<file path="config.mk">
export PLATFORM = sky130hd
export DESIGN_NAME = http_chunked_body_framer_core
export DESIGN_NICKNAME = d
export VERILOG_FILES = /design/src/rtl/cfw_pkg.sv /design/src/rtl/cfw_front.sv /design/src/rtl/cfw_queue.sv /design/src/rtl/cfw_back.sv /design/src/rtl/http_chunked_body_framer_core.sv
export SDC_FILE = /design/constraint.sdc
export NUM_CORES = 1
export LEC_CHECK = 0
export BUFFER_PORTS_ARGS = -buffer_cell sky130_fd_sc_hd__buf_4
export CORE_MARGIN = 3
export CORE_UTILIZATION = 42
export DETAILED_ROUTE_END_ITERATION = 10
export SYNTH_ARGS = -nofsm -noshare
export SYNTH_HDL_FRONTEND = slang
export SYNTH_SLANG_ARGS = --single-unit
</file>
<file path="constraint.sdc">
create_clock -name clk_i -period 5.1 [get_ports clk_i]
set_clock_uncertainty 0.05 [all_clocks]
set_input_delay 1.02 -clock clk_i [delete_from_list [all_inputs] [get_ports clk_i]]
set_output_delay 1.02 -clock clk_i [all_outputs]
set_load 0.01 [all_outputs]
</file>
<file path="src/rtl/cfw_pkg.sv">
// Package for the chunked body framer: job descriptor, codes and queue sizing.
// No dependencies; used by every module under rtl.
package cfw_pkg;

  typedef enum logic [2:0] {
    ACT_START  = 3'd0,
    ACT_DATA   = 3'd1,
    ACT_END    = 3'd2,
    ACT_NAME   = 3'd3,
    ACT_VALUE  = 3'd4,
    ACT_FINISH = 3'd5
  } action_e;

  typedef enum logic [1:0] {
    ST_OK  = 2'd0,
    ST_SEQ = 2'd1,
    ST_LEN = 2'd2
  } status_e;

  // What the back end has to emit for one accepted request
  typedef enum logic [1:0] {
    JOB_HEX  = 2'd0,  // length digits, CR, LF
    JOB_BYTE = 2'd1,  // optional colon, byte, optional CR LF
    JOB_CRLF = 2'd2,  // CR, LF
    JOB_ERR  = 2'd3   // single zero byte carrying a status
  } job_kind_e;

  typedef struct packed {
    job_kind_e   kind;
    logic [7:0]  data;
    logic        colon;
    logic        crlf;
    logic [16:0] length;
    logic [2:0]  ndig;
    status_e     status;
    logic [39:0] count;
  } job_t;

  localparam int unsigned QDepth  = 4;
  localparam int unsigned QPtrW   = 2;
  localparam int unsigned QCntW   = 3;

  localparam logic [7:0] ChCr    = 8'h0d;
  localparam logic [7:0] ChLf    = 8'h0a;
  localparam logic [7:0] ChColon = 8'h3a;
  localparam logic [7:0] ChZero  = 8'h30;

  localparam logic [16:0] LimitReset = 17'h10000;
  localparam logic [39:0] CountMax   = 40'hff_ffff_ffff;

  function automatic logic [7:0] hex_char(input logic [3:0] d);
    logic [7:0] c;
    if (d < 4'd10) begin
      c = 8'h30 + {4'd0, d};
    end else begin
      c = 8'h57 + {4'd0, d};
    end
    return c;
  endfunction

endpackage

</file>
<file path="src/rtl/cfw_front.sv">
// Front end: accepts requests, tracks framing order and sticky error, and
// turns each request into one job descriptor. Depends on cfw_pkg.
module cfw_front
  import cfw_pkg::*;
#(
  parameter int unsigned MAX_CHUNK = 65536
) (
  input  logic        clk_i,
  input  logic        rst_ni,
  input  logic        in_valid_i,
  output logic        in_stall_o,
  input  logic [2:0]  action_i,
  input  logic [16:0] chunk_length_i,
  input  logic [7:0]  data_byte_i,
  input  logic        line_last_i,
  input  logic        cfg_we_i,
  input  logic [16:0] cfg_wdata_i,
  input  logic        q_full_i,
  output logic        q_push_o,
  output job_t        q_job_o
);

  typedef enum logic [2:0] {
    PH_AWAIT      = 3'd0,
    PH_DATA       = 3'd1,
    PH_LINE_START = 3'd2,
    PH_LINE       = 3'd3,
    PH_DONE       = 3'd4
  } phase_e;

  phase_e      phase_q, phase_d;
  logic [16:0] bytes_left_q, bytes_left_d;
  logic        in_value_q, in_value_d;
  logic        error_q, error_d;
  logic [39:0] count_q, count_d;
  logic [16:0] limit_q;

  logic        accept;
  logic        len_bad;
  logic [2:0]  ndig;
  logic [16:0] left_dec;
  job_t        job;

  assign accept     = in_valid_i && !q_full_i;
  assign in_stall_o = q_full_i;
  assign q_push_o   = accept;
  assign q_job_o    = job;

  assign len_bad = (chunk_length_i == 17'd0)
                || ({15'd0, chunk_length_i} > {15'd0, limit_q})
                || ({15'd0, chunk_length_i} > 32'(MAX_CHUNK));
  assign left_dec = bytes_left_q - 17'd1;

  always_comb begin
    if (chunk_length_i[16]) begin
      ndig = 3'd5;
    end else if (chunk_length_i[15:12] != 4'd0) begin
      ndig = 3'd4;
    end else if (chunk_length_i[11:8] != 4'd0) begin
      ndig = 3'd3;
    end else if (chunk_length_i[7:4] != 4'd0) begin
      ndig = 3'd2;
    end else begin
      ndig = 3'd1;
    end
  end

  always_comb begin
    phase_d      = phase_q;
    bytes_left_d = bytes_left_q;
    in_value_d   = in_value_q;
    error_d      = error_q;
    count_d      = count_q;

    job        = '0;
    job.kind   = JOB_ERR;
    job.status = ST_SEQ;
    job.length = chunk_length_i;
    job.ndig   = ndig;
    job.data   = data_byte_i;

    if (!error_q) begin
      case (action_i)
        ACT_START: begin
          if (phase_q != PH_AWAIT) begin
            error_d = 1'b1;
          end else if (len_bad) begin
            error_d    = 1'b1;
            job.status = ST_LEN;
          end else begin
            job.kind     = JOB_HEX;
            job.status   = ST_OK;
            bytes_left_d = chunk_length_i;
            phase_d      = PH_DATA;
          end
        end
        ACT_DATA: begin
          if (phase_q != PH_DATA) begin
            error_d = 1'b1;
          end else begin
            job.kind     = JOB_BYTE;
            job.status   = ST_OK;
            job.crlf     = (left_dec == 17'd0);
            bytes_left_d = left_dec;
            if (count_q != CountMax) begin
              count_d = count_q + 40'd1;
            end
            if (left_dec == 17'd0) begin
              phase_d = PH_AWAIT;
            end
          end
        end
        ACT_END: begin
          if (phase_q != PH_AWAIT) begin
            error_d = 1'b1;
          end else begin
            job.kind   = JOB_BYTE;
            job.status = ST_OK;
            job.data   = ChZero;
            job.crlf   = 1'b1;
            phase_d    = PH_LINE_START;
            in_value_d = 1'b0;
          end
        end
        ACT_NAME: begin
          if (!(phase_q == PH_LINE_START || (phase_q == PH_LINE && !in_value_q))) begin
            error_d = 1'b1;
          end else begin
            job.kind   = JOB_BYTE;
            job.status = ST_OK;
            phase_d    = PH_LINE;
          end
        end
        ACT_VALUE: begin
          if (phase_q != PH_LINE) begin
            error_d = 1'b1;
          end else begin
            job.kind   = JOB_BYTE;
            job.status = ST_OK;
            job.colon  = !in_value_q;
            job.crlf   = line_last_i;
            in_value_d = 1'b1;
            if (line_last_i) begin
              in_value_d = 1'b0;
              phase_d    = PH_LINE_START;
            end
          end
        end
        ACT_FINISH: begin
          if (phase_q != PH_LINE_START) begin
            error_d = 1'b1;
          end else begin
            job.kind   = JOB_CRLF;
            job.status = ST_OK;
            phase_d    = PH_DONE;
          end
        end
        default: begin
          error_d = 1'b1;
        end
      endcase
    end

    job.count = count_d;
  end

  always_ff @(posedge clk_i or negedge rst_ni) begin
    if (!rst_ni) begin
      phase_q      <= PH_AWAIT;
      bytes_left_q <= '0;
      in_value_q   <= 1'b0;
      error_q      <= 1'b0;
      count_q      <= '0;
      limit_q      <= LimitReset;
    end else begin
      if (cfg_we_i) begin
        limit_q <= cfg_wdata_i;
      end
      if (accept) begin
        phase_q      <= phase_d;
        bytes_left_q <= bytes_left_d;
        in_value_q   <= in_value_d;
        error_q      <= error_d;
        count_q      <= count_d;
      end
    end
  end

endmodule

</file>
<file path="src/rtl/cfw_queue.sv">
// Short job queue between the front and back ends of the framer.
// Register array with head and tail pointers. Depends on cfw_pkg.
module cfw_queue
  import cfw_pkg::*;
(
  input  logic clk_i,
  input  logic rst_ni,
  input  logic push_i,
  input  job_t job_i,
  output logic full_o,
  output logic valid_o,
  output job_t job_o,
  input  logic pop_i
);

  job_t             mem_q [QDepth];
  logic [QPtrW-1:0] wr_q, rd_q;
  logic [QCntW-1:0] cnt_q;
  logic             do_push, do_pop;

  assign full_o  = (cnt_q == QCntW'(QDepth));
  assign valid_o = (cnt_q != '0);
  assign job_o   = mem_q[rd_q];
  assign do_push = push_i && !full_o;
  assign do_pop  = pop_i && valid_o;

  always_ff @(posedge clk_i) begin
    if (do_push) begin
      mem_q[wr_q] <= job_i;
    end
  end

  always_ff @(posedge clk_i or negedge rst_ni) begin
    if (!rst_ni) begin
      wr_q  <= '0;
      rd_q  <= '0;
      cnt_q <= '0;
    end else begin
      if (do_push) begin
        wr_q <= wr_q + QPtrW'(1);
      end
      if (do_pop) begin
        rd_q <= rd_q + QPtrW'(1);
      end
      if (do_push && !do_pop) begin
        cnt_q <= cnt_q + QCntW'(1);
      end else if (do_pop && !do_push) begin
        cnt_q <= cnt_q - QCntW'(1);
      end
    end
  end

endmodule

</file>
<file path="src/rtl/cfw_back.sv">
// Back end: expands each queued job into framed bytes, one per cycle unless the
// output stalls, into an output register. Depends on cfw_pkg.
module cfw_back
  import cfw_pkg::*;
(
  input  logic        clk_i,
  input  logic        rst_ni,
  input  logic        q_valid_i,
  input  job_t        q_job_i,
  output logic        q_pop_o,
  output logic        out_valid_o,
  input  logic        out_stall_i,
  output logic [7:0]  out_byte_o,
  output logic        last_o,
  output logic [1:0]  status_o,
  output logic [39:0] bytes_sent_o
);

  logic        valid_q;
  logic [7:0]  byte_q;
  logic        last_q;
  logic [1:0]  status_q;
  logic [39:0] count_q;
  logic [2:0]  step_q;

  logic        load;
  logic [2:0]  n_bytes;
  logic        at_end;
  logic [7:0]  byte_d;
  logic [2:0]  nib_idx;
  logic [3:0]  nibble;
  logic [2:0]  rel;

  assign load    = q_valid_i && (!valid_q || !out_stall_i);
  assign at_end  = (step_q == n_bytes - 3'd1);
  assign q_pop_o = load && at_end;
  assign nib_idx = q_job_i.ndig - 3'd1 - step_q;
  assign rel     = step_q - {2'd0, q_job_i.colon};

  always_comb begin
    case (q_job_i.kind)
      JOB_HEX:  n_bytes = q_job_i.ndig + 3'd2;
      JOB_BYTE: n_bytes = 3'd1 + {2'd0, q_job_i.colon} + {1'b0, q_job_i.crlf, 1'b0};
      JOB_CRLF: n_bytes = 3'd2;
      default:  n_bytes = 3'd1;
    endcase
  end

  always_comb begin
    case (nib_idx)
      3'd0:    nibble = q_job_i.length[3:0];
      3'd1:    nibble = q_job_i.length[7:4];
      3'd2:    nibble = q_job_i.length[11:8];
      3'd3:    nibble = q_job_i.length[15:12];
      3'd4:    nibble = {3'd0, q_job_i.length[16]};
      default: nibble = 4'd0;
    endcase
  end

  always_comb begin
    case (q_job_i.kind)
      JOB_HEX: begin
        if (step_q < q_job_i.ndig) begin
          byte_d = hex_char(nibble);
        end else if (step_q == q_job_i.ndig) begin
          byte_d = ChCr;
        end else begin
          byte_d = ChLf;
        end
      end
      JOB_BYTE: begin
        if (q_job_i.colon && step_q == 3'd0) begin
          byte_d = ChColon;
        end else if (rel == 3'd0) begin
          byte_d = q_job_i.data;
        end else if (rel == 3'd1) begin
          byte_d = ChCr;
        end else begin
          byte_d = ChLf;
        end
      end
      JOB_CRLF: byte_d = (step_q == 3'd0) ? ChCr : ChLf;
      default:  byte_d = 8'd0;
    endcase
  end

  always_ff @(posedge clk_i or negedge rst_ni) begin
    if (!rst_ni) begin
      valid_q <= 1'b0;
      step_q  <= '0;
    end else begin
      if (load) begin
        valid_q <= 1'b1;
        step_q  <= at_end ? 3'd0 : step_q + 3'd1;
      end else if (!out_stall_i) begin
        valid_q <= 1'b0;
      end
    end
  end

  // Payload held while stalled; loaded only alongside a new byte
  always_ff @(posedge clk_i) begin
    if (load) begin
      byte_q   <= byte_d;
      last_q   <= at_end;
      status_q <= q_job_i.status;
      count_q  <= q_job_i.count;
    end
  end

  assign out_valid_o  = valid_q;
  assign out_byte_o   = byte_q;
  assign last_o       = last_q;
  assign status_o     = status_q;
  assign bytes_sent_o = count_q;

endmodule

</file>
<file path="src/rtl/http_chunked_body_framer_core.sv">
// Top level of the HTTP chunked body framer: front end, job queue, back end.
// Depends on cfw_pkg, cfw_front, cfw_queue and cfw_back.
//
//  channel | direction | handshake                | payload
//  --------+-----------+--------------------------+-------------------------------------
//  in      | in        | in_valid_i / in_stall_o  | action, chunk_length, data_byte, line_last
//  out     | out       | out_valid_o / out_stall_i| out_byte, last, status, bytes_sent
//  cfg     | in        | cfg_we_i                 | cfg_wdata_i (chunk_limit)
//
// The front end takes one request per cycle while the four-entry job queue has room.
// The back end emits one framed byte per cycle while the output is not stalled; a request
// yields 1 to 7 bytes (a payload byte 1, a payload byte closing a chunk 3, a chunk start up to 7).
// The first result byte passes through the job queue and then the output register.
// Reset is asynchronous, active low, and needs no clearing pass.
// An output stall holds the output register; the queue then fills and stalls the input.
module http_chunked_body_framer_core
  import cfw_pkg::*;
#(
  parameter int unsigned MAX_CHUNK = 65536
) (
  input  logic        clk_i,
  input  logic        rst_ni,
  input  logic        in_valid_i,
  output logic        in_stall_o,
  input  logic [2:0]  action_i,
  input  logic [16:0] chunk_length_i,
  input  logic [7:0]  data_byte_i,
  input  logic        line_last_i,
  output logic        out_valid_o,
  input  logic        out_stall_i,
  output logic [7:0]  out_byte_o,
  output logic        last_o,
  output logic [1:0]  status_o,
  output logic [39:0] bytes_sent_o,
  input  logic        cfg_we_i,
  input  logic [16:0] cfg_wdata_i
);

  logic q_full, q_push, q_valid, q_pop;
  job_t push_job, head_job;

  cfw_front #(
    .MAX_CHUNK(MAX_CHUNK)
  ) u_front (
    .clk_i         (clk_i),
    .rst_ni        (rst_ni),
    .in_valid_i    (in_valid_i),
    .in_stall_o    (in_stall_o),
    .action_i      (action_i),
    .chunk_length_i(chunk_length_i),
    .data_byte_i   (data_byte_i),
    .line_last_i   (line_last_i),
    .cfg_we_i      (cfg_we_i),
    .cfg_wdata_i   (cfg_wdata_i),
    .q_full_i      (q_full),
    .q_push_o      (q_push),
    .q_job_o       (push_job)
  );

  cfw_queue u_queue (
    .clk_i  (clk_i),
    .rst_ni (rst_ni),
    .push_i (q_push),
    .job_i  (push_job),
    .full_o (q_full),
    .valid_o(q_valid),
    .job_o  (head_job),
    .pop_i  (q_pop)
  );

  cfw_back u_back (
    .clk_i       (clk_i),
    .rst_ni      (rst_ni),
    .q_valid_i   (q_valid),
    .q_job_i     (head_job),
    .q_pop_o     (q_pop),
    .out_valid_o (out_valid_o),
    .out_stall_i (out_stall_i),
    .out_byte_o  (out_byte_o),
    .last_o      (last_o),
    .status_o    (status_o),
    .bytes_sent_o(bytes_sent_o)
  );

endmodule

</file>
* Word level (Yosys, flattened, before mapping)
Memory sizes are Yosys's and may differ from the RTL's.
Index checks and enable logic that the tools add are counted.
** Storage, ports and cells
- Memories kept :: 1
- Bits in registers :: 141
- ROM bits :: 0
- Output and inout port bits :: 53
- Word-level logic and storage cells :: 182
- Input bits :: 51
- Bits in writable memories :: 296
- Latch bits :: 0
** Cells by class
- Mux-type cells :: 76
- Divide/modulo/power cells :: 0
- Add/sub/neg operators :: 16
- Shifts and indexed selects :: 0
- Reduce and logical (&&, ||, !) cells :: 38
- Multiply operators :: 0
- Magnitude comparators :: 4
- Eq/ne operators :: 31
- Bitwise operators :: 1
** Memory list
- u_queue.mem_q :: depth 4, width 74, rd ports 1, clocked after memory_dff 0, wr ports 1, RTL line cfw_queue.sv:16 : job_t mem_q [QDepth];
** Operators with widths (count)
- 40-bit two-way mux :: 4
- 3-bit two-way mux :: 18
- 17-bit two-way mux :: 3
- 40-bit by 1-bit adder with 40-bit output, second input constant :: 1
- 8-bit two-way mux :: 5
- 40-bit inequality test, second input constant :: 1
- 17-bit logical NOT :: 2
- 17-bit case mux with 2 select lines :: 1
- 1-bit two-way mux :: 24
- 2-bit case mux with 6 select lines :: 2
- 8-bit case mux with 3 select lines :: 1
- 2-bit two-way mux :: 10
- 4-bit case mux with 5 select lines :: 1
- 3-bit by 2-bit equality test with 1-bit output, second input constant :: 6
- 3-bit case mux with 6 select lines :: 1
- 17-bit greater-than comparator :: 1
- 17-bit greater-than comparator, second input constant :: 1
- 17-bit by 1-bit subtractor with 17-bit output, second input constant :: 1
- 2-bit inequality test, second input constant :: 7
- 3-bit equality test, second input constant :: 4
- 3-bit logical NOT :: 4
- 12-bit two-way mux :: 1
- 12-bit AND reduction :: 1
- 4-bit nonzero test :: 3
- 34 further kinds :: 63

* Logic depth before layout (Yosys ltp)
Gate-level depths: netlist of run 1.
An unclocked memory read counts as a cell.
- Word-level depth :: 11
- Gate-level depth with buffers :: 20
- Gate-level depth less buffers :: 15

* By module
From an unflattened synthesis of run 1, not the netlist that was laid out.
** Unflattened totals
- Cells, all modules :: 1251
- Area, all modules :: 19184.6 um2
** By module, submodules not included
- cfw_queue :: cells each 422, area each 11138.2 um2, seq. area each 9063.7 um2, times used 1
- cfw_front :: cells each 662, area each 5585.4 um2, seq. area each 1978.1 um2, times used 1
- cfw_back :: cells each 167, area each 2461.1 um2, seq. area each 1631.6 um2, times used 1

* Least setup slack after synthesis of run 1
No wires, ideal clock.
- Path kind :: in2reg
- From :: input port out_stall_i
- To :: register u_queue.cnt_q[1]
- Required time :: 4.925 ns
- Setup slack :: -0.271 ns
- Arrival :: 5.196 ns
- Stages on the path :: 6
- Setup time :: 0.125 ns
- Buffers on the path :: 0
- Cell sequence :: a21oi_1 -> nand2_1 -> ha_1 -> inv_1 -> fa_1 -> mux2_2
** Between the ends
- Longest elaborated chain between the ends :: 8
- Elaborated cells between the ends (all ways) :: 10
- Classes of those cells :: mux: 1; reduce/logical: 9
** RTL lines
- start: declaration :: RTL line http_chunked_body_framer_core.sv:30 : input logic out_stall_i,
- 1-bit logical NOT (*) :: RTL line cfw_back.sv:34 : assign load = q_valid_i && (!valid_q || !out_stall_i);
- 1-bit logical OR (*) :: RTL line cfw_back.sv:34
- 1-bit logical AND (*) :: RTL line cfw_back.sv:34
- 1-bit logical AND (*) :: RTL line cfw_back.sv:36 : assign q_pop_o = load && at_end;
- 1-bit logical AND (*) :: RTL line cfw_queue.sv:25 : assign do_pop = pop_i && valid_o;
- 1-bit logical NOT :: RTL line cfw_queue.sv:45 : if (do_push && !do_pop) begin
- 1-bit logical AND :: RTL line cfw_queue.sv:45
- 3-bit two-way mux / 2-bit nonzero test (equally long branches)
- end signal: assignment :: RTL line cfw_queue.sv:46 : cnt_q <= cnt_q + QCntW'(1);
- end signal: assignment :: RTL line cfw_queue.sv:48 : cnt_q <= cnt_q - QCntW'(1);
- end: declaration :: RTL line cfw_queue.sv:18 : logic [QCntW-1:0] cnt_q;
Every way passes the cells marked *; elsewhere a longest branch is shown, timed or not.
A chain may end at the register's enable or synchronous reset.

* Worst setup path in the final report of run 1
- From :: register u_queue.rd_q[0]
- To :: register u_queue.cnt_q[1]
** Between the ends
- Longest elaborated chain between the ends :: 11
- Elaborated cells between the ends (all ways) :: 17
- Classes of those cells :: add/sub: 4; eq/ne: 3; mux: 2; reduce/logical: 7; memory: 1
** RTL lines
- start: declaration :: RTL line cfw_queue.sv:17 : logic [QPtrW-1:0] wr_q, rd_q;
- start signal: assignment :: RTL line cfw_queue.sv:43 : rd_q <= rd_q + QPtrW'(1);
- memory 4 x 74 bit (*)
- 1-bit by 1-bit adder with 2-bit output :: RTL line cfw_back.sv:43 : JOB_BYTE: n_bytes = 3'd1 + {2'd0, q_job_i.colon} + {1'b0, q_job_i.crlf, 1'b0};
- 3-bit by 2-bit adder with 3-bit output :: RTL line cfw_back.sv:43
- 3-bit case mux with 3 select lines (*) :: RTL line cfw_back.sv:41 : case (q_job_i.kind)
- 3-bit by 1-bit subtractor with 3-bit output (*) :: RTL line cfw_back.sv:35 : assign at_end = (step_q == n_bytes - 3'd1);
- 3-bit equality test (*) :: RTL line cfw_back.sv:35
- via u_back.at_end :: RTL line cfw_back.sv:28 : logic at_end;
- 1-bit logical AND (*) :: RTL line cfw_back.sv:36
- 1-bit logical AND (*) :: RTL line cfw_queue.sv:25
- 1-bit logical NOT :: RTL line cfw_queue.sv:45
- 1-bit logical AND :: RTL line cfw_queue.sv:45
- 3-bit two-way mux / 2-bit nonzero test (equally long branches)
The timed path passes the listed nets; every way through them passes the cells marked *.

==> run summary, run 1 <==
DR iter-0 viols: 723
Slew @ Worst Pin: 998 ps
Initial Util: 0.427
Most used DFF post-synth: edfxtp_1
Worst setup SP type: register
Fin nets: 1444
Number of synthesized flops with an enable pin: 347
Pre-CTS WS: 1300 ps
Vias in the first global route: 10700
Routed vias/inst: 5.37
Die area: 47600 um2
I/O pins: 104
Diodes inserted: 0
FFs w/ async S/R, synth: 0.206
Commonest non-fill, non-tap cell in the layout: edfxtp_1
Fmax: 264 MHz
Max Root-Sink Buffers: 3
Final Hold Violating Endpoints: 0
DRC viols: 0
Area delta synth->final: 14.9%
Max cap viols: 0
Clock transition at path regs: 60 ps
Syn. warnings: 0
Seq cells post-synth: 437
# hold bufs at CTS: 0
Power Density: 512 nW/um2
TritonRoute pass-1 iters: 5
Most frequent cells in the layout: 347 x edfxtp_1, 113 x buf_4, 102 x nand2_1
Netlist cell types: 73
Placed instance count: 1900
Final slew viol count: 0
Resize count post-CTS: 0
Die X: 218 um
First-pass GRT wire length: 62000 um
Gr usage total: 0.168
Post-Syn Area: 18900 um2
Worst relative slew slack: 0.334
Mapped Nets: 1337
WL/cell: 19.8 um
Share of post-route cells with drive strength above 1: 0.200
Routed WL: 39200 um
Setup TNS: 0 ps
CTS tree: yes
Design area: 21700 um2
Setup CP Type: reg -> reg
Post-Place Cell Area: 20300 um2
VDD IR max: 232 uV
RSZ-0062 raised after global routing: false
Fin crit period: 3790 ps
Clock latency on the worst-skew pair: 580 ps
Crit. End Element: register
Seq/Total Area, Yosys: 0.670
Routability-driven placement congestion ratio: 0.842
Dpl hpwl: 25000 um
Die Ht: 218 um
Antenna violations before repair: 1
Leak: 7.94 nW
CP max FO: 18
Clock sink total: 437
Post-Syn Area per Cell: 15.1 um2
Final WS setup: 1310 ps
Final Non-Filler Cells: 1983
# port buffers: 103
Core area: 44300 um2
CP arrival: 4210 ps
Status: finished, final reports clean
# Post-CTS Setup Buffers: 0
Critical Path RT: 5520 ps
Post-synthesis cell count: 1248
Routed Antenna Nets: 0
DR vias: 10700
Number of fill cells in the layout: 3826
Period utilization: 0.743
Rows: 77
Grt ovf: 0
Cts bufs inserted: 45
Hold Crit Class: reg -> reg
Root Buffer: clkbuf_16
Pin count of the biggest net entering global routing: 65
Power consumption: 0.0111 W
Count of final setup violators: 0
H-tree levels: 2
## state kept, by name, indices dropped and copies added, names as in the netlist, 2 cells and up
signal and cells:
u_back.bytes_sent_o 40, u_back.out_byte_o 8, u_back.status_o 2, u_back.step_q 3
u_front.bytes_left_q 17, u_front.count_q 40, u_front.limit_q 17, u_front.phase_q 3
u_queue.cnt_q 3, u_queue.mem_q 296, u_queue.rd_q 2, u_queue.wr_q 2
## cell usage after synthesis (5+ instances only)
library cell | number | area, um2
a21o_1 | 5 | 37.5
a21oi_1 | 38 | 190
a22oi_1 | 5 | 37.5
a31oi_1 | 5 | 31.3
and2_1 | 17 | 106
and3_1 | 15 | 93.8
and4_1 | 6 | 52.6
buf_1 | 5 | 18.8
buf_2 | 13 | 65.1
clkbuf_1 | 31 | 116
dfrtp_1 | 89 | 2230
edfxtp_1 | 347 | 10400
ha_1 | 36 | 450
inv_1 | 35 | 131
mux2i_1 | 9 | 90.1
mux4_2 | 73 | 1640
nand2_1 | 102 | 383
nand2b_1 | 15 | 93.8
nand3_1 | 29 | 145
nand4_1 | 22 | 138
nor2_1 | 59 | 221
nor2b_1 | 10 | 62.6
nor3_1 | 21 | 105
nor4_1 | 16 | 100
o211ai_1 | 5 | 37.5
o21ai_0 | 28 | 140
o21ai_1 | 31 | 155
o22ai_1 | 7 | 43.8
or3_1 | 5 | 31.3
xnor2_1 | 73 | 639
xor2_1 | 24 | 210
## report_power, final
part           internal [W]  switching (W)
logic               0.00134        0.00169
clock network       0.00182        0.00136
registers           0.00463       0.000283
total               0.00780        0.00333
## layout make-up
type                            count  area (um2)  share of cell area
Timing Repair Buffer              113         848              0.0390
Multi-Input combinational cell    719        5880               0.271
Inverter                           39         146             0.00674
Sequential cell                   437       12700               0.584
Tap cell                          592         741              0.0341
Clock inverter                     29         238              0.0109
Clock buffer                       54        1190              0.0548
## cell families after synthesis
| logic type | count (synthesis) | synth area share |
|---|---|---|
| and+or+nand+nor | 344 | 0.0938 |
| adders and majority gates | 38 | 0.0259 |
| AOI/OAI and AO/OA | 152 | 0.0492 |
| xor gates and xnor gates | 97 | 0.0449 |
| buffers and inverters | 92 | 0.0205 |
| muxes | 88 | 0.0953 |
| DFF | 437 | 0.670 |
## per-stage QoR
stage	utilization	hold WS [ps]
after floorplan	-	405
after global placement	0.458	427
after detailed placement	0.458	437
after CTS	0.490	457
after global routing	0.490	481
final	0.490	454
## critical path: stages, from the launching register on
cell       delay (ps)
dfrtp_4           630
mux4_2            650
nor2b_1           270
o2bb2ai_2         160
ha_1              180
xor2_1            180
xnor2_1           130
nor3_4            320
nand2_1           140
ha_1              220
inv_1              70
fa_1              390
mux2_2            260
## final timing paths
kind                                  start                 end  slack (ps)  cells past startpoint
hold / removal             u_queue.cnt_q[2]    u_queue.cnt_q[2]         450                      1
max in group asynchronous            rst_ni    u_back.step_q[0]        3530                      2
setup / recovery            u_queue.rd_q[0]    u_queue.cnt_q[1]        1310                     12
min in group asynchronous            rst_ni  u_front.limit_q[2]         500                      1
hold reg to reg            u_queue.cnt_q[2]    u_queue.cnt_q[2]         450                      1
setup reg to reg            u_queue.rd_q[0]    u_queue.cnt_q[1]        1310                     12
## per-layer routing
metal / share of wire / routed length [um] / global-route usage
met1: 0.45 / 17800 / 0.235
met2: 0.48 / 18700 / 0.271
met3: 0.048 / 1900 / 0.0298
met4: 0.021 / 843 / 0.0498
met5: 0.00033 / 13 / 0
No activity file was read; power rests on OpenSTA's default activity.
==> run 2: changes to the inputs <==
==> constraint.sdc (replaced) <==
create_clock -name clk_i -period 3.92 [get_ports clk_i]
set_clock_uncertainty 0.05 [all_clocks]
set_input_delay 0.784 -clock clk_i [delete_from_list [all_inputs] [get_ports clk_i]]
set_output_delay 0.784 -clock clk_i [all_outputs]
set_load 0.01 [all_outputs]
==> run 2 against run 1 <==
  * First-iteration DRC count grew 11%
  * Clock power rose by 41%
  * Routed wire length grew 0.90%
  * Final area is 1.3% higher
  * Largest power group unchanged
  * Maximum frequency increased by 3.8%
==> run summary, run 2 (synthesis results as in run 1) <==
Fin nets: 1463 (was 1444)
DR vias: 10700 (about the same)
Fmax: 274 MHz (was 264 MHz)
Antenna violations before repair: 0 (was 1)
Pin count of the biggest net entering global routing: 68 (was 65)
Commonest non-fill, non-tap cell in the layout: edfxtp_1 (unchanged)
DRC viols: 0 (unchanged)
Gr usage total: 0.170 (was 0.168)
Top reg by flops: u_queue.mem_q (unchanged)
First-pass GRT wire length: 62900 um (was 62000 um)
I/O pins: 104 (unchanged)
Clock sink total: 437 (unchanged)
Die area: 47600 um2 (unchanged)
Most frequent cells in the layout: 347 x edfxtp_1, 129 x buf_4, 102 x nand2_1 (was 347 x edfxtp_1, 113 x buf_4, 102 x nand2_1)
Area delta synth->final: 16.5% (was 14.9%)
Leak: 8.09 nW (was 7.94 nW)
Routed Antenna Nets: 0 (unchanged)
WL/cell: 19.7 um (was 19.8 um)
Clock transition at path regs: 60 ps (about the same)
Max cap viols: 0 (unchanged)
Routability-driven placement congestion ratio: 0.837 (was 0.842)
Vias in the first global route: 11000 (was 10700)
Cts bufs inserted: 47 (was 45)
Period utilization: 0.931 (was 0.743)
# hold bufs at CTS: 0 (unchanged)
Clock latency on the worst-skew pair: 580 ps (about the same)
H-tree levels: 2 (unchanged)
Routed WL: 39600 um (was 39200 um)
Number of flip-flops in the largest register: 296 (unchanged)
Crit. End Element: register (unchanged)
CP arrival: 4050 ps (was 4210 ps)
Die Ht: 218 um (unchanged)
CTS tree: yes (unchanged)
Slew @ Worst Pin: 965 ps (was 998 ps)
Final Hold Violating Endpoints: 0 (unchanged)
Critical Path RT: 4320 ps (was 5520 ps)
Dpl hpwl: 25500 um (was 25000 um)
Fin crit period: 3650 ps (was 3790 ps)
Resize count post-CTS: 0 (unchanged)
Max Root-Sink Buffers: 3 (unchanged)
Routed vias/inst: 5.34 (was 5.37)
Grt ovf: 0 (unchanged)
Worst setup SP type: register (unchanged)
Final slew viol count: 0 (unchanged)
Share of post-route cells with drive strength above 1: 0.212 (was 0.200)
Design area: 22000 um2 (was 21700 um2)
Status: finished, final reports clean (unchanged)
Core area: 44300 um2 (unchanged)
Count of final setup violators: 0 (unchanged)
Root Buffer: clkbuf_16 (unchanged)
Setup CP Type: reg -> reg (unchanged)
Initial Util: 0.427 (unchanged)
TritonRoute pass-1 iters: 5 (unchanged)
CP max FO: 20 (was 18)
Diodes inserted: 0 (unchanged)
Power consumption: 0.0149 W (was 0.0111 W)
Power Density: 675 nW/um2 (was 512 nW/um2)
# port buffers: 103 (unchanged)
Finished Core Util: 0.497 (was 0.490)
Die X: 218 um (unchanged)
# Post-CTS Setup Buffers: 0 (unchanged)
DR iter-0 viols: 800 (was 723)
Hold Crit Class: in -> async (was reg -> reg)
Post-Place Cell Area: 20400 um2 (was 20300 um2)
VDD IR max: 405 uV (was 232 uV)
Worst relative slew slack: 0.351 (was 0.334)
RSZ-0062 raised after global routing: false (unchanged)
Rows: 77 (unchanged)
-- run 2: layout make-up --
cell class	count	area (um2)
multi-input cells	719	5890
well taps	592	741
flip-flops and latches	437	12700
inverters	39	146
fillers	3802	22300
repair buffers	130	980
clock buffers	67	1290
clock inverters	21	292
-- run 2: worst paths after layout --
check | startpoint | endpoint | slack, ps | cells after the start
max | u_queue.rd_q[0] | u_back.out_byte_o[1] | 270 | 10
min reg2reg | u_queue.cnt_q[2] | u_queue.cnt_q[2] | 450 | 1
min | rst_ni | u_front.limit_q[6] | 250 | 1
max reg2reg | u_queue.rd_q[0] | u_back.out_byte_o[1] | 270 | 10
min in group clk_i | cfg_wdata_i[10] | u_front.limit_q[10] | 360 | 3
max in group asynchronous | rst_ni | u_front.limit_q[16] | 2720 | 2
-- run 2: power breakdown --
part	leakage, nW	switching (W)	internal [W]
combinational	2.85	0.00227	0.00180
clock	0.754	0.00182	0.00265
sequential	4.49	0.000308	0.00602
-- run 2: critical path, stage by stage, from the launching register on --
cell and delay [ps]:
dfrtp_4 520, buf_6 300, mux4_2 570, inv_1 80, ha_1 250, xor2_1 330
mux2_2 380, a32oi_1 310, ha_1 290, a221oi_1 300, a211o_1 140
-- run 2: layer usage --
| metal | global-route usage | vias up | wire [um] |
|---|---|---|---|
| li1 | - | 4998 | - |
| met1 | 0.238 | 5452 | 18000 |
| met4 | 0.0441 | 0 | 815 |
| met2 | 0.277 | 205 | 18900 |
| met5 | 0 | - | 0 |
| met3 | 0.0311 | 58 | 1920 |
-- run 2: per-stage QoR --
stage / hold slack, ps / setup WS (ps) / cells / setup TNS (ps)
6_report: 254 / 270 / 2005 / 0
2_1_floorplan: 405 / -102 / 1248 / -102
5_1_grt: 328 / 66.9 / 2005 / 0
3_3_place_gp: 437 / 217 / 1917 / 0
4_1_cts: 307 / 141 / 2005 / 0
3_5_place_dp: 431 / 143 / 1917 / 0
